File: src/hdl/sspi_pkg.sv
package sspi_pkg;

    // Table geometry
    localparam int MAX_POINTS  = 32;
    localparam int INNER_DEPTH = MAX_POINTS - 2;
    localparam int INNER_AW    = $clog2(INNER_DEPTH);
    localparam int CNT_W       = $clog2(MAX_POINTS + 1);
    localparam int DEN_W       = $clog2(MAX_POINTS);

    // Field widths
    localparam int ORDER_W  = 32;
    localparam int LOC_W    = 32;
    localparam int SPAN_W   = LOC_W + 1;
    localparam int DIV_CNT_W = $clog2(SPAN_W);
    localparam int STATUS_W = 2;
    localparam int INDEX_W  = 5;
    localparam int TOTAL_W  = 6;
    localparam int CFG_IDX_W = 2;

    // Sentinels held at both ends of the table
    localparam logic [ORDER_W-1:0] ORDER_MIN = {1'b1, {(ORDER_W-1){1'b0}}};
    localparam logic [ORDER_W-1:0] ORDER_MAX = {1'b0, {(ORDER_W-1){1'b1}}};

    // Status codes
    localparam logic [STATUS_W-1:0] ST_INSERTED  = 2'd0;
    localparam logic [STATUS_W-1:0] ST_DUPLICATE = 2'd1;
    localparam logic [STATUS_W-1:0] ST_FULL      = 2'd2;

    // Configuration register indexes
    localparam logic [CFG_IDX_W-1:0] CFG_LOWER = 2'd0;
    localparam logic [CFG_IDX_W-1:0] CFG_UPPER = 2'd1;

    // Reset values of the scale bounds, Q16.16
    localparam logic [LOC_W-1:0] LOWER_RESET = 32'h0000_0000;
    localparam logic [LOC_W-1:0] UPPER_RESET = 32'h0001_0000;

endpackage

File: src/hdl/sorted_scale_point_insert_unit.sv
// Sorted scale point table. Pulse start while busy is low to offer new_order; the
// transaction is taken at that edge and busy rises. The value is inserted in sorted
// position (status inserted), ignored if already present or equal to a sentinel
// (status duplicate), or rejected when all points are in use (status full). Every
// point of the table is then emitted in ascending order, each on the result ports
// for exactly one cycle with result_strobe high; last_point marks the final one.
// Results cannot be stalled, so the receiver must take each one in the cycle it
// appears. The last result shows in the same cycle in which busy falls. The
// inner table sits in a memory with one write port and one registered read port,
// walked one entry at a time for the search, the shift and the readout, and the
// point spacing comes from a bit-serial divider that retires one quotient bit
// per cycle. The scale bounds must be written through cfg_we / cfg_index /
// cfg_data only while busy is low and no result is pending; the block itself
// does not enforce this. The values in place when the transaction is taken
// apply to all locations of the run.
module sorted_scale_point_insert_unit
(
    input  logic                                clk,
    input  logic                                rst_n,
    input  logic                                start,
    output logic                                busy,
    input  logic signed [sspi_pkg::ORDER_W-1:0] new_order,
    input  logic                                cfg_we,
    input  logic [sspi_pkg::CFG_IDX_W-1:0]      cfg_index,
    input  logic [sspi_pkg::LOC_W-1:0]          cfg_data,
    output logic                                result_strobe,
    output logic [sspi_pkg::STATUS_W-1:0]       status,
    output logic [sspi_pkg::INDEX_W-1:0]        point_index,
    output logic signed [sspi_pkg::ORDER_W-1:0] point_order,
    output logic signed [sspi_pkg::LOC_W-1:0]   point_location,
    output logic [sspi_pkg::TOTAL_W-1:0]        point_total,
    output logic                                last_point
);

    typedef enum logic [10:0] {
        S_IDLE     = 11'b000_0000_0001,
        S_SCAN_RD  = 11'b000_0000_0010,
        S_SCAN_CMP = 11'b000_0000_0100,
        S_DECIDE   = 11'b000_0000_1000,
        S_SHIFT_RD = 11'b000_0001_0000,
        S_SHIFT_WR = 11'b000_0010_0000,
        S_INSERT   = 11'b000_0100_0000,
        S_DIV_INIT = 11'b000_1000_0000,
        S_DIV      = 11'b001_0000_0000,
        S_EMIT_RD  = 11'b010_0000_0000,
        S_EMIT_OUT = 11'b100_0000_0000
    } state_t;

    // Inner points only; the two sentinels never move, so they live in no storage.
    logic [sspi_pkg::ORDER_W-1:0] mem [0:sspi_pkg::INNER_DEPTH-1];
    logic signed [sspi_pkg::ORDER_W-1:0] rd_data_reg;
    logic [sspi_pkg::INNER_AW-1:0] rd_addr;
    logic [sspi_pkg::INNER_AW-1:0] wr_addr;
    logic [sspi_pkg::ORDER_W-1:0]  wr_data;
    logic                          wr_en;

    state_t state_reg, state_next;
    logic [sspi_pkg::CNT_W-1:0] count_reg, count_next;
    logic signed [sspi_pkg::ORDER_W-1:0] v_reg, v_next;
    logic dup_reg, dup_next;
    logic [sspi_pkg::STATUS_W-1:0] status_reg, status_next;
    logic [sspi_pkg::CNT_W-1:0] idx_reg, idx_next;
    logic [sspi_pkg::CNT_W-1:0] ins_reg, ins_next;
    logic neg_reg, neg_next;
    logic [sspi_pkg::SPAN_W-1:0] dq_reg, dq_next;
    logic [sspi_pkg::DEN_W-1:0] rem_reg, rem_next;
    logic [sspi_pkg::DIV_CNT_W-1:0] cnt_reg, cnt_next;
    logic [sspi_pkg::SPAN_W-1:0] acc_q_reg, acc_q_next;
    logic [sspi_pkg::DEN_W-1:0] acc_r_reg, acc_r_next;
    logic signed [sspi_pkg::LOC_W-1:0] lower_reg, upper_reg;

    logic strobe_reg, strobe_next;
    logic last_reg, last_next;
    logic [sspi_pkg::INDEX_W-1:0] pidx_reg, pidx_next;
    logic [sspi_pkg::ORDER_W-1:0] porder_reg, porder_next;
    logic [sspi_pkg::LOC_W-1:0] ploc_reg, ploc_next;

    // Derived values
    logic [sspi_pkg::CNT_W-1:0] inner_n;
    logic [sspi_pkg::CNT_W-1:0] den_full;
    logic [sspi_pkg::DEN_W-1:0] den;
    logic [sspi_pkg::SPAN_W-1:0] span;
    logic [sspi_pkg::DEN_W:0] div_trial;
    logic [sspi_pkg::DEN_W:0] r_sum;
    logic [sspi_pkg::SPAN_W:0] acc_signed;
    logic [sspi_pkg::SPAN_W:0] loc_sum;
    logic [sspi_pkg::CNT_W-1:0] idx_dec;
    logic [sspi_pkg::CNT_W-1:0] idx_inc;

    assign inner_n  = count_reg - sspi_pkg::CNT_W'(2);
    assign den_full = count_reg - sspi_pkg::CNT_W'(1);
    assign den      = den_full[sspi_pkg::DEN_W-1:0];
    assign span     = {upper_reg[sspi_pkg::LOC_W-1], upper_reg}
                    - {lower_reg[sspi_pkg::LOC_W-1], lower_reg};
    assign div_trial = {rem_reg, dq_reg[sspi_pkg::SPAN_W-1]};
    assign r_sum     = {1'b0, acc_r_reg} + {1'b0, rem_reg};
    assign acc_signed = neg_reg ? (~{1'b0, acc_q_reg} + 1'b1) : {1'b0, acc_q_reg};
    assign loc_sum   = {{2{lower_reg[sspi_pkg::LOC_W-1]}}, lower_reg} + acc_signed;
    assign idx_dec   = idx_reg - sspi_pkg::CNT_W'(1);
    assign idx_inc   = idx_reg + sspi_pkg::CNT_W'(1);

    assign busy           = (state_reg != S_IDLE);
    assign result_strobe  = strobe_reg;
    assign status         = status_reg;
    assign point_index    = pidx_reg;
    assign point_order    = porder_reg;
    assign point_location = ploc_reg;
    assign point_total    = count_reg;
    assign last_point     = last_reg;

    always_comb
    begin
        state_next  = state_reg;
        count_next  = count_reg;
        v_next      = v_reg;
        dup_next    = dup_reg;
        status_next = status_reg;
        idx_next    = idx_reg;
        ins_next    = ins_reg;
        neg_next    = neg_reg;
        dq_next     = dq_reg;
        rem_next    = rem_reg;
        cnt_next    = cnt_reg;
        acc_q_next  = acc_q_reg;
        acc_r_next  = acc_r_reg;
        strobe_next = 1'b0;
        last_next   = last_reg;
        pidx_next   = pidx_reg;
        porder_next = porder_reg;
        ploc_next   = ploc_reg;
        rd_addr     = '0;
        wr_en       = 1'b0;
        wr_addr     = ins_reg[sspi_pkg::INNER_AW-1:0];
        wr_data     = v_reg;

        case (state_reg)
            S_IDLE:
            begin
                if (start)
                begin
                    v_next   = new_order;
                    // Sentinel values always match an end point.
                    dup_next = (new_order == sspi_pkg::ORDER_MIN)
                            || (new_order == sspi_pkg::ORDER_MAX);
                    ins_next = '0;
                    idx_next = '0;
                    state_next = (inner_n == '0) ? S_DECIDE : S_SCAN_RD;
                end
            end
            S_SCAN_RD:
            begin
                rd_addr    = idx_reg[sspi_pkg::INNER_AW-1:0];
                state_next = S_SCAN_CMP;
            end
            S_SCAN_CMP:
            begin
                if (v_reg > rd_data_reg)
                    ins_next = idx_inc;
                else if (v_reg == rd_data_reg)
                    dup_next = 1'b1;
                idx_next   = idx_inc;
                state_next = (idx_inc == inner_n) ? S_DECIDE : S_SCAN_RD;
            end
            S_DECIDE:
            begin
                if (dup_reg)
                begin
                    status_next = sspi_pkg::ST_DUPLICATE;
                    state_next  = S_DIV_INIT;
                end
                else if (count_reg == sspi_pkg::CNT_W'(sspi_pkg::MAX_POINTS))
                begin
                    status_next = sspi_pkg::ST_FULL;
                    state_next  = S_DIV_INIT;
                end
                else
                begin
                    status_next = sspi_pkg::ST_INSERTED;
                    idx_next    = inner_n;
                    state_next  = (inner_n > ins_reg) ? S_SHIFT_RD : S_INSERT;
                end
            end
            S_SHIFT_RD:
            begin
                rd_addr    = idx_dec[sspi_pkg::INNER_AW-1:0];
                state_next = S_SHIFT_WR;
            end
            S_SHIFT_WR:
            begin
                // Move one entry up, walking down toward the insert position.
                wr_en      = 1'b1;
                wr_addr    = idx_reg[sspi_pkg::INNER_AW-1:0];
                wr_data    = rd_data_reg;
                idx_next   = idx_dec;
                state_next = (idx_dec == ins_reg) ? S_INSERT : S_SHIFT_RD;
            end
            S_INSERT:
            begin
                wr_en      = 1'b1;
                count_next = count_reg + sspi_pkg::CNT_W'(1);
                state_next = S_DIV_INIT;
            end
            S_DIV_INIT:
            begin
                neg_next   = span[sspi_pkg::SPAN_W-1];
                dq_next    = span[sspi_pkg::SPAN_W-1] ? (~span + 1'b1) : span;
                rem_next   = '0;
                cnt_next   = '0;
                state_next = S_DIV;
            end
            S_DIV:
            begin
                // One restoring step: retire one quotient bit.
                if (div_trial >= {1'b0, den})
                begin
                    rem_next = sspi_pkg::DEN_W'(div_trial - {1'b0, den});
                    dq_next  = {dq_reg[sspi_pkg::SPAN_W-2:0], 1'b1};
                end
                else
                begin
                    rem_next = div_trial[sspi_pkg::DEN_W-1:0];
                    dq_next  = {dq_reg[sspi_pkg::SPAN_W-2:0], 1'b0};
                end
                cnt_next = cnt_reg + sspi_pkg::DIV_CNT_W'(1);
                if (cnt_reg == sspi_pkg::DIV_CNT_W'(sspi_pkg::SPAN_W - 1))
                begin
                    acc_q_next = '0;
                    acc_r_next = '0;
                    idx_next   = '0;
                    state_next = S_EMIT_RD;
                end
            end
            S_EMIT_RD:
            begin
                if (idx_reg != '0 && idx_reg != den_full)
                    rd_addr = idx_dec[sspi_pkg::INNER_AW-1:0];
                state_next = S_EMIT_OUT;
            end
            S_EMIT_OUT:
            begin
                strobe_next = 1'b1;
                pidx_next   = idx_reg[sspi_pkg::INDEX_W-1:0];
                last_next   = (idx_reg == den_full);
                if (idx_reg == '0)
                    porder_next = sspi_pkg::ORDER_MIN;
                else if (idx_reg == den_full)
                    porder_next = sspi_pkg::ORDER_MAX;
                else
                    porder_next = rd_data_reg;
                ploc_next = loc_sum[sspi_pkg::LOC_W-1:0];
                // Advance floor(index * |span| / den) by quotient and remainder.
                if (r_sum >= {1'b0, den})
                begin
                    acc_r_next = sspi_pkg::DEN_W'(r_sum - {1'b0, den});
                    acc_q_next = acc_q_reg + dq_reg + sspi_pkg::SPAN_W'(1);
                end
                else
                begin
                    acc_r_next = r_sum[sspi_pkg::DEN_W-1:0];
                    acc_q_next = acc_q_reg + dq_reg;
                end
                idx_next   = idx_inc;
                state_next = (idx_reg == den_full) ? S_IDLE : S_EMIT_RD;
            end
            default:
            begin
                state_next = S_IDLE;
            end
        endcase
    end

    // Control state
    always_ff @(posedge clk or negedge rst_n)
    begin
        if (!rst_n)
        begin
            state_reg  <= S_IDLE;
            count_reg  <= sspi_pkg::CNT_W'(2);
            strobe_reg <= 1'b0;
            lower_reg  <= sspi_pkg::LOWER_RESET;
            upper_reg  <= sspi_pkg::UPPER_RESET;
        end
        else
        begin
            state_reg  <= state_next;
            count_reg  <= count_next;
            strobe_reg <= strobe_next;
            if (cfg_we)
            begin
                case (cfg_index)
                    sspi_pkg::CFG_LOWER: lower_reg <= cfg_data;
                    sspi_pkg::CFG_UPPER: upper_reg <= cfg_data;
                    default: ;
                endcase
            end
        end
    end

    // Datapath
    always_ff @(posedge clk)
    begin
        v_reg      <= v_next;
        dup_reg    <= dup_next;
        status_reg <= status_next;
        idx_reg    <= idx_next;
        ins_reg    <= ins_next;
        neg_reg    <= neg_next;
        dq_reg     <= dq_next;
        rem_reg    <= rem_next;
        cnt_reg    <= cnt_next;
        acc_q_reg  <= acc_q_next;
        acc_r_reg  <= acc_r_next;
        last_reg   <= last_next;
        pidx_reg   <= pidx_next;
        porder_reg <= porder_next;
        ploc_reg   <= ploc_next;
    end

    // Inner point memory: one write, one registered read
    always_ff @(posedge clk)
    begin
        if (wr_en)
            mem[wr_addr] <= wr_data;
        rd_data_reg <= mem[rd_addr];
    end

endmodule

File: config.mk
export PLATFORM = sky130hd
export DESIGN_NAME = sorted_scale_point_insert_unit
export DESIGN_NICKNAME = d
export VERILOG_FILES = /design/src/hdl/sspi_pkg.sv /design/src/hdl/sorted_scale_point_insert_unit.sv
export SDC_FILE = /design/constraint.sdc
export NUM_CORES = 2
export LEC_CHECK = 0
export ABC_AREA = 1
export BUFFER_PORTS_ARGS = -buffer_cell sky130_fd_sc_hd__buf_4
export CORE_ASPECT_RATIO = 0.5
export CORE_UTILIZATION = 34
export CTS_CLUSTER_DIAMETER = 150
export DETAILED_ROUTE_END_ITERATION = 8
export SYNTH_ARGS = -nofsm -noshare
export SYNTH_HDL_FRONTEND = slang
export SYNTH_SLANG_ARGS = --single-unit
File: constraint.sdc
create_clock -name clk -period 4.9 [get_ports clk]
set_input_delay 0.98 -clock clk [delete_from_list [all_inputs] [get_ports clk]]
set_output_delay 0.98 -clock clk [all_outputs]
set_load 0.1 [all_outputs]
* After elaboration in Yosys (flattened, before gate mapping) *
Memory sizes are Yosys's and may differ from the RTL's. A register that Yosys moved wholly into a read port is not among the register bits.
Index checks and enable logic that the tools add are counted.

word-level totals
  register bits = 282
  bits in latches = 0
  RAM bits = 960
  ROM bits = 0
  bits of input ports = 70
  output and inout port bits = 80
  logic and storage cells = 135
  memories = 1

cells by class
  add/sub/neg operators = 15
  $mul = 0
  divide/modulo/power cells = 0
  $lt $le $gt $ge = 4
  equal/unequal tests = 29
  shifts and indexed selects = 0
  muxes and demuxes = 44
  bitwise gates (word level) = 2
  reductions and logical operators = 20

memories
  memory  depth  width  read ports  clocked after memory_dff  write ports  RTL line                              source
  mem     30     32     1           1                         1            sorted_scale_point_insert_unit.sv:50  logic [sspi_pkg::ORDER_W-1:0] mem [0:sspi_pkg::INNER_DEPTH-1];

operators with widths
  kind                   number
  $pmux 33 s2            2
  $pmux 11 s11           1
  $mux 33                3
  $mux 32                3
  $add 33x1->33 const B  2
  $add 33x33->33         1
  $not 33->33            1
  $sub 32x32->33         1
  $add 32x1->32 const B  1
  $add 32x32->32         1
  $eq 32x31->1 const B   1
  $eq 32x32->1           1
  $eq 32x32->1 const B   1
  $gt 32x32->1           1
  $not 32->32            1
  $mux 6                 5
  $pmux 6 s5             1
  $mux 5                 5
  $pmux 6 s2             2
  $mux 11                2
  $pmux 5 s2             2
  $add 6x1->6 const B    3
  $eq 6x6->1             3
  $mux 8                 2
  other kinds (41)       68

* Logic depth before layout (Yosys ltp) *
  word-level depth = 6
  depth in mapped cells = 24
  depth with buffers taken out = 24

* Worst setup path before layout *
No wires, ideal clock.

  kind = register to register
  from = register count_reg, in the netlist point_total[0]
  to = register acc_q_reg[24] in the netlist's numbering (data pin)
  setup time = 260 ps
  arrival = 3876 ps
  data required time = 4640 ps
  setup slack = 764 ps
  stages on the path, launching flop included = 18
  buffers on the path = 0
  clock period less this slack = 4136 ps
  path through = dfrtp_1 -> inv_1 -> ha_1 -> inv_1 -> fa_1 -> nand3b_1 -> nand3_1 -> nand2_1 -> nand3_1 -> nand2_1 -> nor2_1 -> nand3_1 -> nor2_1 -> nand3_1 -> nor4_1 -> nand2_1 -> nand2_1 -> nor2_1

between the ends
  word-level cells in the longest chain between the ends = 4

RTL lines
  item                         RTL line                               source
  start, declared              sorted_scale_point_insert_unit.sv:58   logic [sspi_pkg::CNT_W-1:0] count_reg, count_next;
  start signal, assigned       sorted_scale_point_insert_unit.sv:278  count_reg <= sspi_pkg::CNT_W'(2);
  start signal, assigned       sorted_scale_point_insert_unit.sv:286  count_reg <= count_next;
  $sub 6x1->6                  sorted_scale_point_insert_unit.sv:91   assign den_full = count_reg - sspi_pkg::CNT_W'(1);
  named net den_full, one bit  sorted_scale_point_insert_unit.sv:80   logic [sspi_pkg::CNT_W-1:0] den_full;
  $ge 6x5->1                   sorted_scale_point_insert_unit.sv:252  if (r_sum >= {1'b0, den})
  $mux 33                      sorted_scale_point_insert_unit.sv:252
  $pmux 33 s2                  sorted_scale_point_insert_unit.sv:136  case (state_reg)
  end signal, assigned         sorted_scale_point_insert_unit.sv:311  acc_q_reg <= acc_q_next;
  end, declared                sorted_scale_point_insert_unit.sv:68   logic [sspi_pkg::SPAN_W-1:0] acc_q_reg, acc_q_next;

The timed path passes the listed nets, and every way through them passes these cells.
A chain may end at the register's enable or synchronous reset.

* Worst setup path in the final report *
  from = register acc_q_reg[0] in the netlist's numbering
  to = register ploc_reg, in the netlist point_location[28] (data pin)

between the ends
  word-level cells in the longest chain between the ends = 4

RTL lines
  item                        RTL line                               source
  $not 32->32                 sorted_scale_point_insert_unit.sv:97   assign acc_signed = neg_reg ? (~{1'b0, acc_q_reg} + 1'b1) : {1'b0, acc_q_reg};
  $add 32x1->32               sorted_scale_point_insert_unit.sv:97
  $mux 32 *                   sorted_scale_point_insert_unit.sv:97
  $add 32x32->32 *            sorted_scale_point_insert_unit.sv:98   assign loc_sum = {{2{lower_reg[sspi_pkg::LOC_W-1]}}, lower_reg} + acc_signed;
  named net loc_sum, one bit  sorted_scale_point_insert_unit.sv:86   logic [sspi_pkg::SPAN_W:0] loc_sum;
  end signal, assigned        sorted_scale_point_insert_unit.sv:316  ploc_reg <= ploc_next;
  end, declared               sorted_scale_point_insert_unit.sv:76   logic [sspi_pkg::LOC_W-1:0] ploc_reg, ploc_next;

Mark *: on every way through the listed nets, which the timed path passes. The rest lies on a longest branch.

==> flow_metrics.tcl <==
set metrics [dict create \
    wirelength_mm 177 \
    synthFlopType "edfxtp_1" \
    avgRoutedWirePerCell_um 18.9 \
    start_kind "flip-flop" \
    clock_skew_ns 0.0793 \
    maxCapViolations 0 \
    crit_fanout 4 \
    reg2reg_slack_ns 0.78 \
    vias_per_cell 5.06 \
    drive_above_1_share_pct 8.43 \
    cts_sinks 1273 \
    yosys.area.top_type "edfxtp_1" \
    status "complete, no violations" \
    design.die.area_um2 187000 \
    htreeDepth 3 \
    worstSetupPathType "reg -> reg" \
    syn-num-nets 6877 \
    drt_iter0_markers 4065 \
    maxSlewViolCount 0 \
    multi_input_area_um2 22300 \
    postLayoutCoreUtil_pct 39.0 \
    p_int_w 0.0202 \
    power_frac_comb_pct 24.2 \
    setup_viol_count_final 0 \
    std_cell_rows 111 \
    cts-buffers-inserted 118 \
    grt_pass1_vias 44800 \
    synthArstFlopShare_pct 6.44 \
    p_leak_nw 29.2 \
    yosysTopAreaCellShare_pct 55.3 \
    postCtsSetupBuffers 0 \
    num_vias 47200 \
    cts_resized 0 \
    setup_tns_ns 0 \
    clockRootBuffer "clkbuf_16" \
    max_freq_mhz 243 \
    cts.reportedPaths.clkPinSlew_ns 0.06 \
    cts_tree "yes" \
    synth_cell_types 67 \
    place.gp.congestion 0.877 \
    layout.nets 6988 \
    critPathRequiredTime_ns 5.37 \
    first_pass_iters 8 \
    cts-hold-fix-buffers 0 \
    final_antenna_net_count 0 \
    vdd_ir_drop_max_mv 0.359 \
    die_h_um 306 \
    overflow 0 \
    largest_register_ffs 960 \
    cp.arrival_ns 4.59 \
    ys_warn_count 0 \
    start_util_pct 34.3 \
    synthesis.area_um2 63000 \
    relSlewSlack_pct 14.7 \
    report.final.hold_viol_count 0 \
    track_usage_pct 18.6 \
    ys_top_cells_by_count "1998 x nand2_1, 1159 x edfxtp_1, 1129 x nand3_1, 586 x inv_1, 330 x nor2_1" \
    ys_ff_latch 1273 \
    synthTopCellsByArea "edfxtp_1 55%, nand2_1 12%, nand3_1 9.0%" \
    synth-edff-count 1159 \
    drcViolationCount 0 \
    crit_path_end_kind "flip-flop" \
    yosysMostFrequentCell "nand2_1" \
    p_sw_share_pct 33.0 \
    clockBufferDepth 3 \
    synthCells 6639 \
    core_area_um2 184000 \
    p_per_area_nw_per_um2 421 \
    hold_class "in -> async" \
    period_needed_ns 4.12 \
    p_clk_share_pct 32.3 \
    io_buffers 149 \
    switchingPower_w 0.00995 \
    antenna_found_initial 2 \
    grt_max_degree 114 \
    die_w_um 611 \
    fillers 18100 \
    p_seq_share_pct 43.4 \
    regArea_um2 37500 \
    grt_pass1_wl_mm 270 \
    tightestPinTransition_ns 1.28 \
    pin_count 150 \
    area_growth_syn_to_layout_pct 13.8 \
    ys_seq_area_share_pct 59.6 \
    min_period_over_period_pct 84.1 \
    rsz0062_at_grt "false" \
    dpl.hpwl_mm 111 \
    clk-insertion-delay-late_ns 0.80 \
    syn_avg_cell_area_um2 9.48 \
]
-- stage by stage --
step	hold slack, ns	cells	total power [W]	cell area, um^2	worst slack (ns)
after floorplan	0.421	6639	0.0181	63000	0.764
after detailed placement	0.470	9116	0.0206	67500	0.808
after global routing	0.328	9341	0.0316	71600	0.346
final	0.289	9341	0.0301	71600	0.781
after CTS	0.299	9340	0.0303	71600	0.780
after global placement	0.464	9116	0.0205	67500	0.908
-- cells in the final DEF, fill, tap and decap left out, types with 79 or more instances in the layout --
| cell | Yosys | routed |
|---|---|---|
| ha_1 | 162 | 162 |
| nor2_1 | 330 | 298 |
| edfxtp_1 | 1159 | 1159 |
| buf_4 | 30 | 265 |
| dfrtp_1 | 79 | 79 |
| inv_1 | 586 | 585 |
| xor2_1 | 91 | 90 |
| clkbuf_16 | 0 | 118 |
| o21ai_0 | 208 | 176 |
| nand3_1 | 1129 | 1129 |
| nand2_1 | 1998 | 1993 |
| a21oi_1 | 217 | 216 |
-- cell families after synthesis --
kind of cell / synth area share [%]
AO/OA/AOI/OAI: 4.35
XOR/XNOR: 1.73
adder cells (fa/ha/maj): 3.41
buffers and inverters: 5.80
flip-flops: 59.6
AND/OR/NAND/NOR: 25.2
-- final cells by class --
class / instances / area share [%]
flip-flops and latches: 1273 / 52.3
multi-input cells: 4476 / 31.1
clock buffers: 155 / 4.48
well taps: 2486 / 4.34
repair buffers: 287 / 3.39
inverters: 594 / 3.13
clock inverters: 69 / 1.24
diodes: 1 / 0.00349
-- worst max-delay path, stage by stage, from the launching register on --
cell      delay [ns]
edfxtp_1        0.44
inv_1           0.09
ha_1            0.17
inv_1           0.06
nor2_1          0.08
nand3_1         0.11
nor4_1          0.20
buf_4           0.17
nand2_1         0.06
nor3_1          0.20
nand2_1         0.11
nor3_1          0.26
buf_4           0.18
a31oi_1         0.08
xor2_1          0.17
ha_1            0.36
nand2_1         0.08
nor2_1          0.14
inv_1           0.07
o311ai_0        0.39
buf_4           0.20
a21oi_1         0.07
xor2_1          0.14
-- path summary, 6_finish.rpt --
kind                                       startpoint                      endpoint  cells past startpoint
hold / removal                                  rst_n     upper_reg[18]$_DFFE_PN0P_                      1
hold reg to reg                 dup_reg$_SDFFCE_PN1P_       status[0]$_SDFFCE_PP1P_                      0
setup / recovery           acc_q_reg[0]$_SDFFCE_PN0P_  point_location[28]$_DFFE_PP_                     22
setup reg to reg           acc_q_reg[0]$_SDFFCE_PN0P_  point_location[28]$_DFFE_PP_                     22
min in group clk                        new_order[18]           v_reg[18]$_DFFE_PP_                      1
max in group asynchronous                       rst_n     lower_reg[22]$_DFFE_PN0P_                      2
-- power by group through the flow --
| stage | clock network (W) | logic [W] | registers (W) |
|---|---|---|---|
| 2_1_floorplan | 0 | 0.00497 | 0.0131 |
| 3_3_place_gp | 0 | 0.00719 | 0.0133 |
| 3_5_place_dp | 0 | 0.00727 | 0.0133 |
| 4_1_cts | 0.00991 | 0.00730 | 0.0131 |
| 5_1_grt | 0.0103 | 0.00814 | 0.0131 |
| 6_report | 0.00974 | 0.00730 | 0.0131 |
-- metal layers --
layer	up-vias	wire length (um)	GRT usage [%]
li1	22800	-	-
met1	22800	77700	25.0
met2	1343	84200	31.3
met3	226	10000	2.62
met4	0	4700	5.11
met5	-	0	0
Power figures use the tool's default switching activity.
